**config.mk**
```make
export PLATFORM = sky130hd
export DESIGN_NAME = i2c_master_bit_engine
export DESIGN_NICKNAME = d
export VERILOG_FILES = /design/src/design/i2cm_pkg.sv /design/src/design/i2cm_front.sv /design/src/design/i2cm_queue.sv /design/src/design/i2cm_engine.sv /design/src/design/i2c_master_bit_engine.sv
export SDC_FILE = /design/constraint.sdc
export NUM_CORES = 1
export LEC_CHECK = 0
export BUFFER_PORTS_ARGS = -buffer_cell sky130_fd_sc_hd__buf_2
export CORE_UTILIZATION = 51
export CTS_CLUSTER_SIZE = 12
export DETAILED_ROUTE_END_ITERATION = 12
export GPL_TIMING_DRIVEN = 1
export HOLD_SLACK_MARGIN = 0.02
export PLACE_DENSITY = 0.8
export RECOVER_POWER = 25
export SKIP_CTS_REPAIR_TIMING = 1
export SYNTH_ARGS = -nofsm -noshare
export SYNTH_HDL_FRONTEND = slang
export SYNTH_SLANG_ARGS = --single-unit
```
**constraint.sdc**
```tcl
create_clock -name clk -period 4.9 [get_ports clk]
set_clock_uncertainty 0.15 [all_clocks]
set_input_delay 0 -clock clk [delete_from_list [all_inputs] [get_ports clk]]
set_output_delay 0 -clock clk [all_outputs]
set_load 0.02 [all_outputs]
```
**src/design/i2cm_pkg.sv**
```systemverilog
// Shared types and constants of the I2C master bit engine.
// Used by the front end, the work queue, the line engine and the top level.
// No dependencies.
package i2cm_pkg;

    // Default width of the shift register (data bits per transfer).
    localparam int DATA_BITS_DEF = 8;

    // Width of a configuration register and of the index on the write port.
    localparam int CFG_W     = 8;
    localparam int CFG_IDX_W = 2;

    // Configuration register indexes.
    localparam logic [CFG_IDX_W-1:0] REG_ACK_TIMEOUT = 2'd0;
    localparam logic [CFG_IDX_W-1:0] REG_SS_HOLD     = 2'd1;
    localparam logic [CFG_IDX_W-1:0] REG_BIT_PHASE   = 2'd2;

    // Configuration reset values.
    localparam logic [CFG_W-1:0] ACK_TIMEOUT_RST = 8'd250;
    localparam logic [CFG_W-1:0] SS_HOLD_RST     = 8'd4;
    localparam logic [CFG_W-1:0] BIT_PHASE_RST   = 8'd2;

    // Command codes.
    typedef enum logic [2:0] {
        OP_START = 3'd0,
        OP_STOP  = 3'd1,
        OP_WRITE = 3'd2,
        OP_WACK  = 3'd3,
        OP_READ  = 3'd4
    } op_t;

    // Input word: one time tick with the sampled line and an optional command.
    typedef struct packed {
        logic       tick;
        logic       cmd_valid;
        logic [2:0] operation;
        logic [7:0] tx_byte;
        logic       send_ack;
        logic       sda_in;
    } item_t;

    // Result word: line levels and status after the tick.
    typedef struct packed {
        logic       scl_level;
        logic       sda_level;
        logic       sda_drive_en;
        logic       busy_res;
        logic       done_res;
        logic [7:0] rx_byte;
        logic       ack_failed;
    } result_t;

    // Classified word handed from the front end to the engine.
    typedef struct packed {
        logic       tick;
        logic       cmd_ok;
        op_t        op;
        logic [7:0] tx_byte;
        logic       send_ack;
        logic       sda_in;
    } work_t;

    // Configuration seen by the engine.
    typedef struct packed {
        logic [CFG_W-1:0] ack_timeout_limit;
        logic [CFG_W-1:0] start_stop_hold;
        logic [CFG_W-1:0] bit_phase_ticks;
    } cfg_t;

endpackage

```
**src/design/i2cm_front.sv**
```systemverilog
// Front end of the I2C master bit engine: classifies each input word.
// Depends on i2cm_pkg.
module i2cm_front
    import i2cm_pkg::*;
(
    input  item_t item,
    output work_t work
);

    // Decode the command; unknown operation codes are marked as no command.
    always_comb
    begin
        work.tick     = item.tick;
        work.tx_byte  = item.tx_byte;
        work.send_ack = item.send_ack;
        work.sda_in   = item.sda_in;
        work.op       = OP_START;
        work.cmd_ok   = 1'b0;
        unique case (item.operation)
            OP_START, OP_STOP, OP_WRITE, OP_WACK, OP_READ:
            begin
                work.op     = op_t'(item.operation);
                work.cmd_ok = item.cmd_valid;
            end
            default:
            begin
                work.cmd_ok = 1'b0;
            end
        endcase
    end

endmodule

```
**src/design/i2cm_queue.sv**
```systemverilog
// Two-entry queue of classified words between the front end and the engine.
// Depends on i2cm_pkg.
module i2cm_queue
    import i2cm_pkg::*;
(
    input  logic  clk,
    input  logic  rst_n,
    input  logic  push,
    input  work_t push_data,
    output logic  not_full,
    input  logic  pop,
    output logic  not_empty,
    output work_t pop_data
);

    work_t       entry_reg [2];
    logic        wr_ptr_reg;
    logic        rd_ptr_reg;
    logic [1:0]  count_reg;
    logic        wr_ptr_next;
    logic        rd_ptr_next;
    logic [1:0]  count_next;

    assign not_full  = (count_reg != 2'd2);
    assign not_empty = (count_reg != 2'd0);
    assign pop_data  = entry_reg[rd_ptr_reg];

    // Pointer and fill count update.
    always_comb
    begin
        wr_ptr_next = push ? ~wr_ptr_reg : wr_ptr_reg;
        rd_ptr_next = pop ? ~rd_ptr_reg : rd_ptr_reg;
        count_next  = count_reg;
        if (push && !pop)
        begin
            count_next = count_reg + 2'd1;
        end
        else if (!push && pop)
        begin
            count_next = count_reg - 2'd1;
        end
    end

    always_ff @(posedge clk or negedge rst_n)
    begin
        if (!rst_n)
        begin
            wr_ptr_reg <= 1'b0;
            rd_ptr_reg <= 1'b0;
            count_reg  <= 2'd0;
        end
        else
        begin
            wr_ptr_reg <= wr_ptr_next;
            rd_ptr_reg <= rd_ptr_next;
            count_reg  <= count_next;
        end
    end

    // Storage of the words themselves; no reset needed.
    always_ff @(posedge clk)
    begin
        if (push)
        begin
            entry_reg[wr_ptr_reg] <= push_data;
        end
    end

endmodule

```
**src/design/i2cm_engine.sv**
```systemverilog
// Back end of the I2C master bit engine: phase sequencer, line registers and
// the result register. Depends on i2cm_pkg.
module i2cm_engine
    import i2cm_pkg::*;
#(
    parameter int DATA_BITS = DATA_BITS_DEF
)
(
    input  logic    clk,
    input  logic    rst_n,
    input  cfg_t    cfg,
    input  logic    work_valid,
    input  work_t   work,
    output logic    work_pop,
    output logic    result_valid,
    input  logic    result_ready,
    output result_t result
);

    localparam int IDX_W = $clog2(DATA_BITS);
    localparam logic [IDX_W-1:0] LAST_IDX = IDX_W'(DATA_BITS - 1);

    typedef enum logic [3:0] {
        PH_IDLE,
        PH_ST_A,
        PH_ST_B,
        PH_SP_A,
        PH_SP_B,
        PH_WR_SETUP,
        PH_WR_HIGH,
        PH_WR_LOW,
        PH_WA_REL,
        PH_WA_HIGH,
        PH_WA_POLL,
        PH_RD_LOW,
        PH_RD_HIGH,
        PH_AK_LOW,
        PH_AK_HIGH
    } phase_t;

    phase_t               phase_reg,       phase_next;
    logic [7:0]           phase_ticks_reg, phase_ticks_next;
    logic [IDX_W-1:0]     bit_index_reg,   bit_index_next;
    logic [DATA_BITS-1:0] shift_reg_reg,   shift_reg_next;
    logic [7:0]           wait_count_reg,  wait_count_next;
    logic                 scl_reg,         scl_next;
    logic                 sda_reg,         sda_next;
    logic                 en_reg,          en_next;
    logic                 ack_mode_reg,    ack_mode_next;
    logic [7:0]           rx_reg,          rx_next;
    logic                 fail_reg,        fail_next;
    logic                 res_valid_reg,   res_valid_next;
    result_t              res_reg,         res_next;

    logic                 done;
    logic [7:0]           ticks_inc;
    logic [7:0]           hold_raw;
    logic [7:0]           hold;
    logic [DATA_BITS-1:0] shifted;

    // A word leaves the queue whenever the result register is free or drains.
    assign work_pop     = work_valid && (!res_valid_reg || result_ready);
    assign result_valid = res_valid_reg;
    assign result       = res_reg;

    // Phase length: start and stop phases use their own hold; zero counts as one.
    always_comb
    begin
        if (phase_reg == PH_ST_A || phase_reg == PH_ST_B ||
            phase_reg == PH_SP_A || phase_reg == PH_SP_B)
        begin
            hold_raw = cfg.start_stop_hold;
        end
        else
        begin
            hold_raw = cfg.bit_phase_ticks;
        end
        hold      = (hold_raw == 8'd0) ? 8'd1 : hold_raw;
        ticks_inc = phase_ticks_reg + 8'd1;
        shifted   = shift_reg_reg << 1;
    end

    // Next state of the sequencer for the word taken this cycle.
    always_comb
    begin
        phase_next       = phase_reg;
        phase_ticks_next = phase_ticks_reg;
        bit_index_next   = bit_index_reg;
        shift_reg_next   = shift_reg_reg;
        wait_count_next  = wait_count_reg;
        scl_next         = scl_reg;
        sda_next         = sda_reg;
        en_next          = en_reg;
        ack_mode_next    = ack_mode_reg;
        rx_next          = rx_reg;
        fail_next        = fail_reg;
        done             = 1'b0;

        if (work_pop)
        begin
            if (phase_reg == PH_IDLE)
            begin
                // Start a new command.
                if (work.cmd_ok)
                begin
                    phase_ticks_next = 8'd0;
                    unique case (work.op)
                        OP_START:
                        begin
                            scl_next   = 1'b1;
                            sda_next   = 1'b1;
                            en_next    = 1'b1;
                            phase_next = PH_ST_A;
                        end
                        OP_STOP:
                        begin
                            scl_next   = 1'b0;
                            sda_next   = 1'b0;
                            en_next    = 1'b1;
                            phase_next = PH_SP_A;
                        end
                        OP_WRITE:
                        begin
                            bit_index_next = '0;
                            shift_reg_next = DATA_BITS'(work.tx_byte) << (DATA_BITS - 8);
                            scl_next       = 1'b0;
                            sda_next       = work.tx_byte[7];
                            en_next        = 1'b1;
                            phase_next     = PH_WR_SETUP;
                        end
                        OP_WACK:
                        begin
                            fail_next       = 1'b0;
                            wait_count_next = 8'd0;
                            sda_next        = 1'b1;
                            en_next         = 1'b0;
                            phase_next      = PH_WA_REL;
                        end
                        OP_READ:
                        begin
                            ack_mode_next  = work.send_ack;
                            bit_index_next = '0;
                            shift_reg_next = '0;
                            scl_next       = 1'b0;
                            sda_next       = 1'b1;
                            en_next        = 1'b0;
                            phase_next     = PH_RD_LOW;
                        end
                        default:
                        begin
                            phase_next = PH_IDLE;
                        end
                    endcase
                end
            end
            else if (work.tick)
            begin
                if (phase_reg == PH_WA_POLL)
                begin
                    // Poll SDA for the acknowledge once per tick.
                    if (!work.sda_in)
                    begin
                        scl_next = 1'b0;
                        done     = 1'b1;
                    end
                    else if (wait_count_reg >= cfg.ack_timeout_limit)
                    begin
                        fail_next        = 1'b1;
                        scl_next         = 1'b0;
                        sda_next         = 1'b0;
                        en_next          = 1'b1;
                        phase_next       = PH_SP_A;
                        phase_ticks_next = 8'd0;
                    end
                    else
                    begin
                        wait_count_next = wait_count_reg + 8'd1;
                    end
                end
                else
                begin
                    phase_ticks_next = ticks_inc;
                    if (ticks_inc >= hold)
                    begin
                        // The phase has run its length: move the lines on.
                        phase_ticks_next = 8'd0;
                        unique case (phase_reg)
                            PH_ST_A:
                            begin
                                sda_next   = 1'b0;
                                phase_next = PH_ST_B;
                            end
                            PH_ST_B:
                            begin
                                scl_next = 1'b0;
                                done     = 1'b1;
                            end
                            PH_SP_A:
                            begin
                                scl_next   = 1'b1;
                                sda_next   = 1'b1;
                                en_next    = 1'b1;
                                phase_next = PH_SP_B;
                            end
                            PH_WR_SETUP:
                            begin
                                scl_next   = 1'b1;
                                phase_next = PH_WR_HIGH;
                            end
                            PH_WR_HIGH:
                            begin
                                scl_next   = 1'b0;
                                phase_next = PH_WR_LOW;
                            end
                            PH_WR_LOW:
                            begin
                                if (bit_index_reg == LAST_IDX)
                                begin
                                    done = 1'b1;
                                end
                                else
                                begin
                                    bit_index_next = bit_index_reg + 1'b1;
                                    shift_reg_next = shifted;
                                    sda_next       = shifted[DATA_BITS-1];
                                    phase_next     = PH_WR_SETUP;
                                end
                            end
                            PH_WA_REL:
                            begin
                                scl_next   = 1'b1;
                                phase_next = PH_WA_HIGH;
                            end
                            PH_WA_HIGH:
                            begin
                                phase_next = PH_WA_POLL;
                            end
                            PH_RD_LOW:
                            begin
                                scl_next       = 1'b1;
                                shift_reg_next = {shift_reg_reg[DATA_BITS-2:0], work.sda_in};
                                phase_next     = PH_RD_HIGH;
                            end
                            PH_RD_HIGH:
                            begin
                                if (bit_index_reg == LAST_IDX)
                                begin
                                    rx_next    = shift_reg_reg[7:0];
                                    scl_next   = 1'b0;
                                    sda_next   = ~ack_mode_reg;
                                    en_next    = 1'b1;
                                    phase_next = PH_AK_LOW;
                                end
                                else
                                begin
                                    bit_index_next = bit_index_reg + 1'b1;
                                    scl_next       = 1'b0;
                                    phase_next     = PH_RD_LOW;
                                end
                            end
                            PH_AK_LOW:
                            begin
                                scl_next   = 1'b1;
                                phase_next = PH_AK_HIGH;
                            end
                            PH_AK_HIGH:
                            begin
                                scl_next = 1'b0;
                                done     = 1'b1;
                            end
                            default:
                            begin
                                // Stop end, and any phase without a sequel.
                                done = 1'b1;
                            end
                        endcase
                    end
                end
                if (done)
                begin
                    phase_next       = PH_IDLE;
                    phase_ticks_next = 8'd0;
                end
            end
        end
    end

    // Result word built from the state after this tick.
    always_comb
    begin
        res_next              = res_reg;
        res_valid_next        = res_valid_reg && !result_ready;
        if (work_pop)
        begin
            res_valid_next        = 1'b1;
            res_next.scl_level    = scl_next;
            res_next.sda_level    = sda_next;
            res_next.sda_drive_en = en_next;
            res_next.busy_res     = (phase_next != PH_IDLE);
            res_next.done_res     = done;
            res_next.rx_byte      = rx_next;
            res_next.ack_failed   = fail_next;
        end
    end

    always_ff @(posedge clk or negedge rst_n)
    begin
        if (!rst_n)
        begin
            phase_reg       <= PH_IDLE;
            phase_ticks_reg <= 8'd0;
            bit_index_reg   <= '0;
            shift_reg_reg   <= '0;
            wait_count_reg  <= 8'd0;
            scl_reg         <= 1'b1;
            sda_reg         <= 1'b1;
            en_reg          <= 1'b1;
            ack_mode_reg    <= 1'b0;
            rx_reg          <= 8'd0;
            fail_reg        <= 1'b0;
            res_valid_reg   <= 1'b0;
        end
        else
        begin
            phase_reg       <= phase_next;
            phase_ticks_reg <= phase_ticks_next;
            bit_index_reg   <= bit_index_next;
            shift_reg_reg   <= shift_reg_next;
            wait_count_reg  <= wait_count_next;
            scl_reg         <= scl_next;
            sda_reg         <= sda_next;
            en_reg          <= en_next;
            ack_mode_reg    <= ack_mode_next;
            rx_reg          <= rx_next;
            fail_reg        <= fail_next;
            res_valid_reg   <= res_valid_next;
        end
    end

    // Result payload needs no reset.
    always_ff @(posedge clk)
    begin
        res_reg <= res_next;
    end

endmodule

```
**src/design/i2c_master_bit_engine.sv**
```systemverilog
// I2C master bit engine. The block takes one input word per clock: each word
// is one time tick with the sampled SDA level and an optional command (start,
// stop, write byte, wait for ACK, read byte with ACK or NACK), and returns one
// result word with the SCL level, SDA level, SDA drive enable and status.
// A word is taken every clock while the two-entry queue has room; the engine
// removes one word per clock whenever its result register is free or being
// read, so the sustained rate is one word per clock while the receiver takes
// every result word. A result word passes through the queue and then the
// result register. Commands offered while a command is running are ignored.
// Configuration registers (ACK timeout, start and stop hold, bit phase
// length) are written through the plain write port.
// Depends on i2cm_pkg, i2cm_front, i2cm_queue and i2cm_engine.
module i2c_master_bit_engine
    import i2cm_pkg::*;
#(
    parameter int DATA_BITS = DATA_BITS_DEF
)
(
    input  logic                 clk,
    input  logic                 rst_n,
    input  logic                 cfg_we,
    input  logic [CFG_IDX_W-1:0] cfg_index,
    input  logic [CFG_W-1:0]     cfg_data,
    input  logic                 item_valid,
    output logic                 item_ready,
    input  item_t                item,
    output logic                 result_valid,
    input  logic                 result_ready,
    output result_t              result
);

    cfg_t  cfg_reg;
    cfg_t  cfg_next;
    work_t front_work;
    work_t queue_work;
    logic  queue_not_empty;
    logic  queue_pop;

    // Configuration registers.
    always_comb
    begin
        cfg_next = cfg_reg;
        if (cfg_we)
        begin
            case (cfg_index)
                REG_ACK_TIMEOUT: cfg_next.ack_timeout_limit = cfg_data;
                REG_SS_HOLD:     cfg_next.start_stop_hold   = cfg_data;
                REG_BIT_PHASE:   cfg_next.bit_phase_ticks   = cfg_data;
                default:         cfg_next = cfg_reg;
            endcase
        end
    end

    always_ff @(posedge clk or negedge rst_n)
    begin
        if (!rst_n)
        begin
            cfg_reg.ack_timeout_limit <= ACK_TIMEOUT_RST;
            cfg_reg.start_stop_hold   <= SS_HOLD_RST;
            cfg_reg.bit_phase_ticks   <= BIT_PHASE_RST;
        end
        else
        begin
            cfg_reg <= cfg_next;
        end
    end

    // Classify the incoming word.
    i2cm_front u_front (
        .item (item),
        .work (front_work)
    );

    // Queue between classification and execution.
    i2cm_queue u_queue (
        .clk       (clk),
        .rst_n     (rst_n),
        .push      (item_valid && item_ready),
        .push_data (front_work),
        .not_full  (item_ready),
        .pop       (queue_pop),
        .not_empty (queue_not_empty),
        .pop_data  (queue_work)
    );

    // Line sequencer and result register.
    i2cm_engine #(
        .DATA_BITS (DATA_BITS)
    ) u_engine (
        .clk          (clk),
        .rst_n        (rst_n),
        .cfg          (cfg_reg),
        .work_valid   (queue_not_empty),
        .work         (queue_work),
        .work_pop     (queue_pop),
        .result_valid (result_valid),
        .result_ready (result_ready),
        .result       (result)
    );

endmodule

```
==> impl_metrics.ini <==
[run_status]
outcome = finished with violations
violations = capacitance limit, slew limit

[synthesis]
ys_types = 56
netlist_area_um2 = 5810
syn_nets = 546
synth_top_area_share = 0.267
yosysTopAreaCell = dfrtp_1
synth_most_common_cell = dfrtp_1
synthArstFlopShare = 0.624
ys_top_cells_by_area = dfrtp_1 (27%), edfxtp_1 (23%), mux2_2 (7.4%), dfstp_2 (5.0%), ha_1 (4.5%)
postSynthAreaPerCell_um2 = 11.7
synth_edf_count = 44
synth_seq_area_share = 0.544
ys_ff_latch = 117
synth_ff_type = dfrtp_1
yosys_warnings = 0
syn_inst = 495
synth_common_cells = dfrtp_1 (62), nand2_1 (51), edfxtp_1 (44)

[placed_design]
place.gp.congestion = 0.901
port_buffers = 45
place_hpwl_mm = 8.60

[sta]
finalCritPeriodShare = 0.897
setup_viol = 0
final.setup.tns_ps = 0
slew_headroom = -1.62
hold_ws_ps = 134
final-hold-violation-count = 0
rsz0062_at_grt = no
tightest_slew_ps = 3920
max_freq_mhz = 228
period_minus_slack_ps = 4400
slew_viol_final = 74

[grt]
grt.total_usage = 0.231
grt_pass1_vias = 4215
grt_overflow = 0
grt_first_pass_wirelength_mm = 20.4
antenna_found_initial = 0
grt_max_degree = 74

[worst_setup_path]
r2r.worst_path.cells = 15
critPathCaptureType = flop
crit_type = flop to flop
crit_path_start_kind = flop
path_cells = nor2_1 > xnor2_1 > nor2_4 > mux2i_1 > and4_1 > nand4_1 > nand2_1 > ha_1 > nand2b_1 > a2111oi_0 > o31a_1 > or2_2 > o21ai_1 > o32a_1 > or4_1
crit_cells = 15
critPathBufInv = 0
cp_slowest_cell = or4_1
arrival_ps = 4390
crit_path_max_fanout = 8
cp.required_ps = 4900
slowest_delay_ps = 470
cpLargestDelayFamily = simple AND/OR/NAND/NOR gates

[die]
row_count = 38
initial_core_util = 0.529
die_area_um2 = 11800
dieHeight_um = 109
ios = 46
core_area_um2 = 11000
die_width_um = 109

[cts]
cts_tree = done
cts.sinks = 117
root_buffer = clkbuf_16
cts.clk_slew.worst_paths_ps = 60
cts_buffers = 17
clk_path_buf_depth = 2
h-tree-depth = 4
clock_latency_ps = 410

[pwr]
p_leak_nw = 2.94
total_power_mw = 3.84
ir_drop_v = 0.000637
power.density_nw_per_um2 = 539

[finish]
drive_above_1_share = 0.191
largest_reg_flops = 30
diodes = 0
area_growth_pct = 22.5
nets = 641

[min_path]
hold_class = input pin to flop
hold_depth = 3

[route]
wire_per_inst_um = 17.8
drt.antenna.violating_nets = 0
vias_per_cell = 5.70
drtIter0Drc = 337
wirelength_mm = 13.2
drc = 0
firstDrtPassIters = 5
dr_total_vias = 4234

[job]
cap_violations = 1
-- metrics by stage --
stage                     utilization  setup WS [ps]  instances  area, um^2
after CTS                       0.616            350        705        6770
final                           0.648            505        743        7120
after global placement          0.564            549        673        6190
after floorplan                     -            581        495        5810
after global routing            0.648           76.4        743        7120
after detailed placement        0.564            364        673        6190
-- placed cells by master, fill, tap and decap left out, types with 8 or more instances in the layout --
cell / n
nand2_1: 51
edfxtp_1: 44
inv_1: 17
buf_2: 23
xor2_1: 8
o21ai_0: 26
nand3_1: 15
mux2_2: 38
clkbuf_1: 25
dfstp_2: 11
ha_1: 21
mux2i_1: 26
nor2_1: 28
xnor2_1: 10
dlygate4sd3_1: 38
a22o_1: 8
dfrtp_1: 62
a21oi_1: 21
clkbuf_16: 17
-- worst min-delay path: cells and delay by family --
family	cells	cell delay (ps)
AND/OR/NAND/NOR	1	320
multiplexers	1	230
buffers and inverters	1	110
-- logic make-up (layout without fill, tap and decap cells) --
logic type / after synthesis / in the layout / synth area share
buf+inv: 32 / 140 / 0.0239
mux: 65 / 65 / 0.122
compound gates: 98 / 98 / 0.110
simple gates: 144 / 144 / 0.127
xor+xnor: 18 / 18 / 0.0271
flops: 117 / 117 / 0.544
fa+ha+maj: 21 / 21 / 0.0452
-- final cells by class --
type                       instances  area [um^2]
fill                             840         3860
timing repair buffer              90          624
clock inverter                    12          130
inverter                          18         67.6
clock buffer                      20          447
multi-input combinational        346         2520
sequential                       117         3160
tap                              140          175
-- per-layer routing --
| layer | part of all wire | track usage |
|---|---|---|
| met5 | 0 | 0 |
| met4 | 0.012 | 0.0820 |
| met3 | 0.039 | 0.0687 |
| met2 | 0.53 | 0.391 |
| met1 | 0.42 | 0.279 |
-- final timing paths --
kind                                                 startpoint                                 endpoint  slack [ps]
worst max register to register  u_engine.phase_reg[0]$_DFF_PN0_            u_engine.result[10]$_DFFE_PP_         500
worst min-delay path                                     cfg_we                   cfg_reg[0]$_DFFE_PN0P_         130
max in group asynchronous                                 rst_n   u_engine.wait_count_reg[6]$_DFFE_PN0P_         950
worst max-delay path            u_engine.phase_reg[0]$_DFF_PN0_            u_engine.result[10]$_DFFE_PP_         500
worst min register to register     u_engine.rx_reg[4]$_DFF_PN0_             u_engine.rx_reg[4]$_DFF_PN0_         350
min in group asynchronous                                 rst_n  u_engine.phase_ticks_reg[7]$_DFFE_PN0P_        1440
-- power by group --
| group | switching [mW] | internal (mW) |
|---|---|---|
| Sequential | 0.170 | 1.29 |
| Clock | 0.447 | 0.760 |
| Combinational | 0.720 | 0.458 |
| Total | 1.34 | 2.50 |
Note: power is estimated with default switching activity, not from simulation.
